`config.mk`:
```
export PLATFORM = sky130hd
export DESIGN_NAME = cdb_command_phase_sequencer_core_flat
export DESIGN_NICKNAME = d
export VERILOG_FILES = /design/src/sv/cdb_cps_pkg.sv /design/src/sv/cdb_cps_req_if.sv /design/src/sv/cdb_cps_rsp_if.sv /design/src/sv/cdb_cps_step.sv /design/src/sv/cdb_command_phase_sequencer_core.sv /design/src/flat_wrapper.sv
export VERILOG_INCLUDE_DIRS = /design/src /design/src/sv
export SDC_FILE = /design/constraint.sdc
export NUM_CORES = 1
export LEC_CHECK = 0
export BUFFER_PORTS_ARGS = -buffer_cell sky130_fd_sc_hd__buf_4
export CORE_MARGIN = 2
export CORE_UTILIZATION = 65
export CTS_CLUSTER_DIAMETER = 120
export DETAILED_ROUTE_END_ITERATION = 16
export PLACE_DENSITY = 0.82
export SETUP_SLACK_MARGIN = 0.2
export SYNTH_ARGS = -nofsm -noshare
export SYNTH_HDL_FRONTEND = slang
export SYNTH_SLANG_ARGS = --single-unit
```
`constraint.sdc`:
```
create_clock -name clk -period 12.15 [get_ports clk]
set_input_delay 3.645 -clock clk [delete_from_list [all_inputs] [get_ports clk]]
set_output_delay 3.645 -clock clk [all_outputs]
set_load 0.05 [all_outputs]
```
`src/sv/cdb_command_phase_sequencer_core_macros.svh`:
```
// Assertion macros for the command phase sequencer.
// Every macro samples on clk and is disabled while rst_n is low.
`ifndef CDB_COMMAND_PHASE_SEQUENCER_CORE_MACROS_SVH
`define CDB_COMMAND_PHASE_SEQUENCER_CORE_MACROS_SVH

// Same-cycle implication.
`define CDB_ASSERT_IMPL(lbl, ante, cons) \
    lbl: assert property (@(posedge clk) disable iff (!rst_n) (ante) |-> (cons)) \
        else $error("sequencer assertion failed");

// Next-cycle implication.
`define CDB_ASSERT_NEXT(lbl, ante, cons) \
    lbl: assert property (@(posedge clk) disable iff (!rst_n) (ante) |=> (cons)) \
        else $error("sequencer assertion failed");

`endif

```
`src/sv/cdb_cps_pkg.sv`:
```
// Package for the command phase sequencer: sizes, codes, record and item types.
// Used by the step logic, the top level and the testbench.
package cdb_cps_pkg;

    localparam int MODULE_COUNT     = 32;
    localparam int SLOTS_PER_MODULE = 4;
    localparam int IDX_W            = (MODULE_COUNT > 1) ? $clog2(MODULE_COUNT) : 1;

    typedef enum logic [2:0] {
        PH_IDLE  = 3'd0,
        PH_READY = 3'd1,
        PH_SEND  = 3'd2,
        PH_RESP  = 3'd3,
        PH_DONE  = 3'd4
    } phase_t;

    typedef enum logic [2:0] {
        RC_OK     = 3'd0,
        RC_BUSY   = 3'd1,
        RC_ABSENT = 3'd2,
        RC_SEND   = 3'd3,
        RC_STATUS = 3'd4,
        RC_RESP   = 3'd5
    } result_t;

    typedef enum logic {
        CMD_ENQUEUE = 1'b0,
        CMD_POLL    = 1'b1
    } cmd_t;

    typedef enum logic {
        SQ_IDLE,
        SQ_EXEC
    } seq_state_t;

    // Per-module record; flags are {freeze, retrain, mode}.
    typedef struct packed {
        logic [SLOTS_PER_MODULE-1:0][7:0] slots;
        logic [7:0]                       client;
        logic [2:0]                       flags;
        phase_t                           phase;
    } rec_t;

    typedef struct packed {
        cmd_t       command;
        logic [4:0] module_id;
        logic [7:0] lane_mask;
        logic [7:0] client;
        logic       freeze_flag;
        logic       retrain_flag;
        logic       link_mode;
        logic       module_present;
        logic       busy_bit;
        logic       send_ok;
        logic       status_ok;
        logic       response_ok;
    } item_t;

    typedef struct packed {
        result_t    result_code;
        logic [2:0] phase_now;
        logic       send_strobe;
        logic [7:0] lanes_sent;
        logic [4:0] control_byte;
        logic [7:0] client_out;
    } rsp_t;

endpackage

```
`src/sv/cdb_cps_req_if.sv`:
```
// Request channel of the command phase sequencer: valid/ready plus item fields.
// No dependencies.
interface cdb_cps_req_if;
    logic       valid;
    logic       ready;
    logic       command;
    logic [4:0] module_id;
    logic [7:0] lane_mask;
    logic [7:0] client;
    logic       freeze_flag;
    logic       retrain_flag;
    logic       link_mode;
    logic       module_present;
    logic       busy_bit;
    logic       send_ok;
    logic       status_ok;
    logic       response_ok;

    modport source (
        output valid, command, module_id, lane_mask, client, freeze_flag,
               retrain_flag, link_mode, module_present, busy_bit, send_ok,
               status_ok, response_ok,
        input  ready
    );

    modport sink (
        input  valid, command, module_id, lane_mask, client, freeze_flag,
               retrain_flag, link_mode, module_present, busy_bit, send_ok,
               status_ok, response_ok,
        output ready
    );
endinterface

```
`src/sv/cdb_cps_rsp_if.sv`:
```
// Result channel of the command phase sequencer: valid/ready plus result fields.
// No dependencies.
interface cdb_cps_rsp_if;
    logic       valid;
    logic       ready;
    logic [2:0] result_code;
    logic [2:0] phase_now;
    logic       send_strobe;
    logic [7:0] lanes_sent;
    logic [4:0] control_byte;
    logic [7:0] client_out;

    modport source (
        output valid, result_code, phase_now, send_strobe, lanes_sent, control_byte,
               client_out,
        input  ready
    );

    modport sink (
        input  valid, result_code, phase_now, send_strobe, lanes_sent, control_byte,
               client_out,
        output ready
    );
endinterface

```
`src/sv/cdb_cps_step.sv`:
```
// One phase step on a module record: new record, write enable and result.
// Depends on cdb_cps_pkg.
module cdb_cps_step (
    input  cdb_cps_pkg::item_t item,
    input  cdb_cps_pkg::rec_t  rec_old,
    output cdb_cps_pkg::rec_t  rec_new,
    output logic               wr_en,
    output cdb_cps_pkg::rsp_t  rsp
);
    import cdb_cps_pkg::*;

    logic       out_of_range;
    logic       slot_found;
    logic       any_pending;
    logic [7:0] merged;

    assign out_of_range = int'(item.module_id) >= MODULE_COUNT;

    always_comb
    begin
        slot_found  = 1'b0;
        any_pending = 1'b0;
        merged      = '0;
        rec_new     = rec_old;
        wr_en       = 1'b0;
        rsp         = '0;
        rsp.result_code = RC_OK;

        for (int s = 0; s < SLOTS_PER_MODULE; s++)
        begin
            merged      = merged | rec_old.slots[s];
            any_pending = any_pending | (rec_old.slots[s] != 8'd0);
        end

        if (out_of_range)
        begin
            rsp.result_code = RC_ABSENT;
        end
        else
        begin
            unique case (item.command)
                CMD_ENQUEUE:
                begin
                    if (!item.module_present)
                    begin
                        rsp.result_code = RC_ABSENT;
                    end
                    else
                    begin
                        wr_en = 1'b1;
                        // fill the first empty slot; drop the mask when all are full
                        for (int s = 0; s < SLOTS_PER_MODULE; s++)
                        begin
                            if (!slot_found && rec_old.slots[s] == 8'd0)
                            begin
                                rec_new.slots[s] = item.lane_mask;
                                slot_found       = 1'b1;
                            end
                        end
                        if (rec_old.phase == PH_IDLE)
                        begin
                            rec_new.client = item.client;
                            rec_new.flags  = {item.freeze_flag,
                                              item.retrain_flag, item.link_mode};
                            rec_new.phase  = PH_READY;
                        end
                    end
                end
                CMD_POLL:
                begin
                    wr_en = 1'b1;
                    unique case (rec_old.phase)
                        PH_READY:
                        begin
                            if (!item.module_present)
                            begin
                                rsp.result_code = RC_ABSENT;
                                rec_new.phase   = PH_DONE;
                            end
                            else if (item.busy_bit)
                                rsp.result_code = RC_BUSY;
                            else
                                rec_new.phase = PH_SEND;
                        end
                        PH_SEND:
                        begin
                            if (!item.module_present)
                            begin
                                rsp.result_code = RC_ABSENT;
                                rec_new.phase   = PH_DONE;
                            end
                            else
                            begin
                                // issue the merged block even when the write fails
                                rec_new.slots    = '0;
                                rsp.send_strobe  = 1'b1;
                                rsp.lanes_sent   = merged;
                                rsp.control_byte = {rec_old.flags[2], 2'b00,
                                                    rec_old.flags[1], rec_old.flags[0]};
                                if (!item.send_ok)
                                begin
                                    rsp.result_code = RC_SEND;
                                    rec_new.phase   = PH_DONE;
                                end
                                else
                                    rec_new.phase = PH_RESP;
                            end
                        end
                        PH_RESP:
                        begin
                            if (!item.module_present)
                            begin
                                rsp.result_code = RC_ABSENT;
                                rec_new.phase   = PH_DONE;
                            end
                            else if (item.busy_bit)
                                rsp.result_code = RC_BUSY;
                            else
                            begin
                                rec_new.phase = PH_DONE;
                                if (!item.status_ok)
                                    rsp.result_code = RC_STATUS;
                                else if (!item.response_ok)
                                    rsp.result_code = RC_RESP;
                            end
                        end
                        PH_DONE:
                        begin
                            rec_new.phase = any_pending ? PH_READY : PH_IDLE;
                        end
                        default:
                        begin
                            wr_en = 1'b0;
                        end
                    endcase
                end
                default:
                begin
                    wr_en = 1'b0;
                end
            endcase
            rsp.phase_now  = rec_new.phase;
            rsp.client_out = rec_new.client;
        end
    end

endmodule

```
`src/sv/cdb_command_phase_sequencer_core.sv`:
```
// Command phase sequencer top level: record memory, control and result register.
// Depends on cdb_cps_pkg, cdb_cps_req_if, cdb_cps_rsp_if, cdb_cps_step and the macro header.
`include "cdb_command_phase_sequencer_core_macros.svh"

// Each request first reads the module's record from the record memory into a register,
// then runs the phase step and writes the record back. The
// result goes to an output register, so a new request is taken as soon as the
// previous record is written, even while its result still waits to be taken; the
// step stalls only while that register is still full. Reset clears one valid bit per
// module at once, and a module whose bit is clear reads as idle with empty slots,
// zero client and zero flags, so no clearing pass is needed.
module cdb_command_phase_sequencer_core (
    input  logic          clk,
    input  logic          rst_n,
    cdb_cps_req_if.sink   req,
    cdb_cps_rsp_if.source rsp
);
    import cdb_cps_pkg::*;

    seq_state_t            state_reg;
    seq_state_t            state_next;
    item_t                 item_reg;
    rec_t                  rd_rec_reg;
    logic                  rd_vld_reg;
    logic [MODULE_COUNT-1:0] vld_reg;
    rec_t                  rec_mem [MODULE_COUNT];
    rec_t                  rec_old;
    rec_t                  rec_new;
    logic                  step_wr;
    rsp_t                  step_rsp;
    rsp_t                  rsp_reg;
    logic                  rsp_valid_reg;
    logic                  accept;
    logic                  out_free;
    logic                  commit;
    logic [IDX_W-1:0]      idx_in;
    logic [IDX_W-1:0]      idx_item;
    item_t                 item_in;

    assign idx_in   = req.module_id[IDX_W-1:0];
    assign idx_item = item_reg.module_id[IDX_W-1:0];
    assign accept   = req.valid && req.ready;
    assign out_free = !rsp_valid_reg || rsp.ready;

    assign item_in.command            = cmd_t'(req.command);
    assign item_in.module_id          = req.module_id;
    assign item_in.lane_mask          = req.lane_mask;
    assign item_in.client             = req.client;
    assign item_in.freeze_flag        = req.freeze_flag;
    assign item_in.retrain_flag       = req.retrain_flag;
    assign item_in.link_mode          = req.link_mode;
    assign item_in.module_present     = req.module_present;
    assign item_in.busy_bit           = req.busy_bit;
    assign item_in.send_ok            = req.send_ok;
    assign item_in.status_ok          = req.status_ok;
    assign item_in.response_ok        = req.response_ok;

    // never-written records read as the reset record
    assign rec_old = rd_vld_reg ? rd_rec_reg : '0;

    cdb_cps_step u_step (
        .item    (item_reg),
        .rec_old (rec_old),
        .rec_new (rec_new),
        .wr_en   (step_wr),
        .rsp     (step_rsp)
    );

    always_ff @(posedge clk or negedge rst_n)
    begin
        if (!rst_n)
            state_reg <= SQ_IDLE;
        else
            state_reg <= state_next;
    end

    always_comb
    begin
        state_next = state_reg;
        req.ready  = 1'b0;
        commit     = 1'b0;
        unique case (state_reg)
            SQ_IDLE:
            begin
                req.ready = 1'b1;
                if (req.valid)
                    state_next = SQ_EXEC;
            end
            SQ_EXEC:
            begin
                // hold the step until the result register can take it
                if (out_free)
                begin
                    commit     = 1'b1;
                    state_next = SQ_IDLE;
                end
            end
            default:
            begin
                state_next = SQ_IDLE;
            end
        endcase
    end

    always_ff @(posedge clk or negedge rst_n)
    begin
        if (!rst_n)
        begin
            vld_reg       <= '0;
            rd_vld_reg    <= 1'b0;
            rsp_valid_reg <= 1'b0;
        end
        else
        begin
            if (accept)
                rd_vld_reg <= vld_reg[idx_in];
            if (commit && step_wr)
                vld_reg[idx_item] <= 1'b1;
            if (commit)
                rsp_valid_reg <= 1'b1;
            else if (rsp.ready)
                rsp_valid_reg <= 1'b0;
        end
    end

    always_ff @(posedge clk)
    begin
        if (accept)
        begin
            item_reg   <= item_in;
            rd_rec_reg <= rec_mem[idx_in];
        end
        if (commit && step_wr)
            rec_mem[idx_item] <= rec_new;
        if (commit)
            rsp_reg <= step_rsp;
    end

    assign rsp.valid        = rsp_valid_reg;
    assign rsp.result_code  = rsp_reg.result_code;
    assign rsp.phase_now    = rsp_reg.phase_now;
    assign rsp.send_strobe  = rsp_reg.send_strobe;
    assign rsp.lanes_sent   = rsp_reg.lanes_sent;
    assign rsp.control_byte = rsp_reg.control_byte;
    assign rsp.client_out   = rsp_reg.client_out;

    `CDB_ASSERT_NEXT(a_accept_to_exec, accept, state_reg == SQ_EXEC)
    `CDB_ASSERT_IMPL(a_result_from_step, rsp.valid && !$past(rsp.valid),
        $past(state_reg == SQ_EXEC))
    `CDB_ASSERT_IMPL(a_strobe_code, rsp.valid && rsp.send_strobe,
        rsp.result_code == RC_OK || rsp.result_code == RC_SEND)
    `CDB_ASSERT_IMPL(a_strobe_phase, rsp.valid && rsp.send_strobe,
        rsp.phase_now == PH_RESP || rsp.phase_now == PH_DONE)
    `CDB_ASSERT_IMPL(a_no_write_unless_exec, commit, state_reg == SQ_EXEC && out_free)

endmodule

```
`src/flat_wrapper.sv`:
```
// flat-port wrapper written by rule: the top's interface ports become plain ports
module cdb_command_phase_sequencer_core_flat import cdb_cps_pkg::*;
  (clk, rst_n, req_valid, req_command, req_module_id, req_lane_mask, req_client, req_freeze_flag, req_retrain_flag, req_link_mode, req_module_present, req_busy_bit, req_send_ok, req_status_ok, req_response_ok, req_ready, rsp_valid, rsp_result_code, rsp_phase_now, rsp_send_strobe, rsp_lanes_sent, rsp_control_byte, rsp_client_out, rsp_ready);
  cdb_cps_req_if req_i ();
  cdb_cps_rsp_if rsp_i ();
  input  logic clk;
  input  logic rst_n;
  input wire logic [$bits(req_i.valid)-1:0] req_valid;
  input wire logic [$bits(req_i.command)-1:0] req_command;
  input wire logic [$bits(req_i.module_id)-1:0] req_module_id;
  input wire logic [$bits(req_i.lane_mask)-1:0] req_lane_mask;
  input wire logic [$bits(req_i.client)-1:0] req_client;
  input wire logic [$bits(req_i.freeze_flag)-1:0] req_freeze_flag;
  input wire logic [$bits(req_i.retrain_flag)-1:0] req_retrain_flag;
  input wire logic [$bits(req_i.link_mode)-1:0] req_link_mode;
  input wire logic [$bits(req_i.module_present)-1:0] req_module_present;
  input wire logic [$bits(req_i.busy_bit)-1:0] req_busy_bit;
  input wire logic [$bits(req_i.send_ok)-1:0] req_send_ok;
  input wire logic [$bits(req_i.status_ok)-1:0] req_status_ok;
  input wire logic [$bits(req_i.response_ok)-1:0] req_response_ok;
  output wire logic [$bits(req_i.ready)-1:0] req_ready;
  output wire logic [$bits(rsp_i.valid)-1:0] rsp_valid;
  output wire logic [$bits(rsp_i.result_code)-1:0] rsp_result_code;
  output wire logic [$bits(rsp_i.phase_now)-1:0] rsp_phase_now;
  output wire logic [$bits(rsp_i.send_strobe)-1:0] rsp_send_strobe;
  output wire logic [$bits(rsp_i.lanes_sent)-1:0] rsp_lanes_sent;
  output wire logic [$bits(rsp_i.control_byte)-1:0] rsp_control_byte;
  output wire logic [$bits(rsp_i.client_out)-1:0] rsp_client_out;
  input wire logic [$bits(rsp_i.ready)-1:0] rsp_ready;
  assign req_i.valid = req_valid;
  assign req_i.command = req_command;
  assign req_i.module_id = req_module_id;
  assign req_i.lane_mask = req_lane_mask;
  assign req_i.client = req_client;
  assign req_i.freeze_flag = req_freeze_flag;
  assign req_i.retrain_flag = req_retrain_flag;
  assign req_i.link_mode = req_link_mode;
  assign req_i.module_present = req_module_present;
  assign req_i.busy_bit = req_busy_bit;
  assign req_i.send_ok = req_send_ok;
  assign req_i.status_ok = req_status_ok;
  assign req_i.response_ok = req_response_ok;
  assign req_ready = req_i.ready;
  assign rsp_valid = rsp_i.valid;
  assign rsp_result_code = rsp_i.result_code;
  assign rsp_phase_now = rsp_i.phase_now;
  assign rsp_send_strobe = rsp_i.send_strobe;
  assign rsp_lanes_sent = rsp_i.lanes_sent;
  assign rsp_control_byte = rsp_i.control_byte;
  assign rsp_client_out = rsp_i.client_out;
  assign rsp_i.ready = rsp_ready;
  cdb_command_phase_sequencer_core u_core (.clk(clk), .rst_n(rst_n), .req(req_i), .rsp(rsp_i));
endmodule
```
==> results.ini <==
[floorplanning]
initial_core_util_pct=65.6
pin_count=64
dieHeight_um=311
die_area_mm2=0.0969
placementRows=112
design.core.area_mm2=0.0935
die_x_um=311

[timing]
setup_viol=0
rsz0062_at_grt=no
min_period_ns=6.44
hold_viol=0
finalCritPeriodShare_pct=53.0
timing.setup.tns_ns=0
whs_ns=0.467
final-max-slew-violation-count=0
skew_ns=0.0592
fmax_mhz=155
worstMarginPinSlew_ns=1.47
slew-limit-headroom_pct=1.70

[clocking]
root_buffer=clkbuf_16
clk_latency_ns=0.81
hold_buffers=0
cts_resized=0
cts_buffers=153
h-tree-depth=4
clk_path_buf_depth=3
path_clk_slew_ns=0.06
numClockSinks=1609
post-cts-setup-buffer-count=0
tritoncts=built

[detailed_routing]
drc_errors=0
drt-total-wl_mm=171
ant_nets=0
drt_iter0_drc=5989
vias=31135
via_per_inst=7.64
wl_per_cell_um=42.1
dr.pass1.iters=6

[power_and_ir_drop]
p_sw_uw=3460
vdd_drop_max_mv=0.189
clockPowerShare_pct=36.0
p_leak_uw=0.0218
pwr-share-seq_pct=52.5
powerDensity_mw_per_mm2=196
combPwrFrac_pct=11.6
sw_frac_of_total_pct=25.7
p_int_uw=10000

[worst_setup_path]
crit_path_start_kind=input pin
worst-setup-path-type=input pin to register
critical_path.slowest_cell=nor2_4
endpoint_kind=register
cp_common_cell=buf_4
critPathBufInv=3
crit_chain=buf_4 > nand2b_1 > and2_2 > buf_4 > and3b_1 > nand2_1 > nor2_4 > buf_4
cpPeakStageDelay_ns=0.81
critPathTopFamily=simple AND/OR/NAND/NOR gates
required_ns=12.54
cp_max_fo=33
cp.arrival_ns=6.83

[min_path]
worstHoldPathType=register to register

[placed_design]
gp_congestion=0.816
place_area_mm2=0.0636
dpl.hpwl_mm=76.1
portBuffers=61

[grt]
grt_max_degree=151
grt_pass1_vias=31842
grt_use_total_pct=36.3
grt-ovfl-total=0
grt_pass1_wl_mm=241
antenna_found_initial=8

[logic_synthesis]
yosys_warnings=0
syn_area_mm2=0.0614
ys_seq_elements=1609
synthArstFlopShare_pct=2.18
synth.avg_cell_area_um2=24.3
seq_area_frac_synth_pct=78.5
yosysUniqueCellTypes=41
synth_edf_count=1574
synth_top_cell_area_share_pct=77.0
synth_area_leaders=edfxtp_1 (77%), mux4_2 (17%), dfrtp_1 (1.4%), mux2_2 (0.84%), buf_4 (0.38%)
synth_cells=2528
synthFlopType=edfxtp_1
yosys.area.top_type=edfxtp_1

[final_layout]
drive_above_1_share_pct=33.0
areaGrowthSynthToFinish_pct=11.9
final_area_mm2=0.0686
fin_util_pct=73.4
largest_reg_flops=1472
nets=2728

[flow_run]
cap_violations=0

[status]
status=finished clean

==> area by class of cell <==
cell class / count / area (µm²)
flip-flops and latches: 1609 / 48100
fillers: 4607 / 24800
multi-input cells: 786 / 12800
clock buffers: 184 / 3990
well taps: 1254 / 1570
repair buffers: 139 / 1090
clock inverters: 94 / 1020
inverters: 5 / 18.8
diodes: 3 / 7.51
==> kinds of logic (layout without fill, tap and decap cells) <==
logic type	after synthesis	in the layout	synth area share [%]
AO/OA/AOI/OAI	90	90	1.06
AND/OR/NAND/NOR	172	172	1.36
buffers and inverters	134	422	1.12
flip-flops	1609	1609	78.5
multiplexers	522	522	18.0
other	1	5	0.00611
==> cell usage after synthesis (7+ instances only) <==
cell	count
edfxtp_1	1574
nand2_1	44
buf_2	14
mux2i_1	16
dfrtp_1	35
buf_4	31
nor2b_1	8
nand2b_1	7
clkbuf_1	60
buf_1	17
a22oi_1	11
or2_2	17
nor4_1	16
buf_6	7
nand4_1	7
o21ai_0	17
a21oi_1	8
nor2_1	58
mux4_2	460
o21bai_1	16
a22o_1	25
mux2_2	46
==> worst paths after layout <==
check                                    start                     end  slack [ns]  cells past startpoint
setup / recovery                     rsp_ready  u_core.rec_mem[11][28]        5.71                      8
hold / removal              u_core.vld_reg[27]      u_core.vld_reg[27]        0.47                      1
setup reg to reg           u_core.item_reg[29]  u_core.rec_mem[23][43]        7.63                      4
hold reg to reg             u_core.vld_reg[27]      u_core.vld_reg[27]        0.47                      1
max in group asynchronous                rst_n      u_core.vld_reg[20]        8.98                      1
min in group asynchronous                rst_n       u_core.vld_reg[5]        2.82                      1
==> worst register-to-register path: stages (launching register included) <==
cell and delay, ns:
edfxtp_1 0.56, nor2b_1 0.81, nand4_1 0.33, nor3b_2 1.25, a22o_1 1.14
==> per-layer routing <==
layer | track usage [%] | share of wire, %
met5 | 2.12 | 0.19
met2 | 58.4 | 49
met4 | 19.6 | 6.5
met3 | 9.10 | 12
met1 | 46.3 | 32
==> through the flow <==
step | setup slack, ns | instances | power (µW)
after floorplan | 4.43 | 2529 | 8020
after global placement | 5.02 | 3793 | 8530
after detailed placement | 4.96 | 3793 | 8640
after CTS | 5.68 | 4071 | 13400
after global routing | 5.51 | 4072 | 13700
final | 5.71 | 4074 | 13500
==> cells in the final DEF (no fill, tap or decap), types with 3 or more instances in the layout <==
cell        Yosys  routed
nor2_4          0      32
and2_1          4       3
inv_1           4       4
o21bai_1       16      16
clkinv_1        0      26
o21ai_0        17       6
a22oi_1        11      11
nand3_1         3       3
clkbuf_1       60      29
clkinv_4        0       4
clkinv_8        0       7
nand2_1        44      44
mux2_2         46      46
o21ai_1         0       7
nand4_1         7       7
bufinv_16       0      16
nor4_1         16      16
clkinvlp_4      0       9
or2_2          17      17
nor2b_1         8       7
a21oi_1         8       7
edfxtp_1     1574    1574
clkbuf_16       0     155
mux4_2        460     460
buf_4          31     134
a22o_1         25      25
nand2b_1        7       7
inv_6           0       6
diode_2         0       3
o21ai_2         0       4
nor2_1         58      26
clkinv_2        0      24
mux2i_1        16      16
dfrtp_1        35      35
==> power groups by stage <==
| stage | clock [µW] | combinational, µW | sequential [µW] |
|---|---|---|---|
| floorplan | 0 | 807 | 7210 |
| global placement | 0 | 1390 | 7140 |
| detailed placement | 0 | 1480 | 7160 |
| CTS | 4860 | 1520 | 7050 |
| global route | 5030 | 1640 | 7070 |
| finish | 4850 | 1560 | 7070 |
No activity file was read; power rests on OpenSTA's default activity.
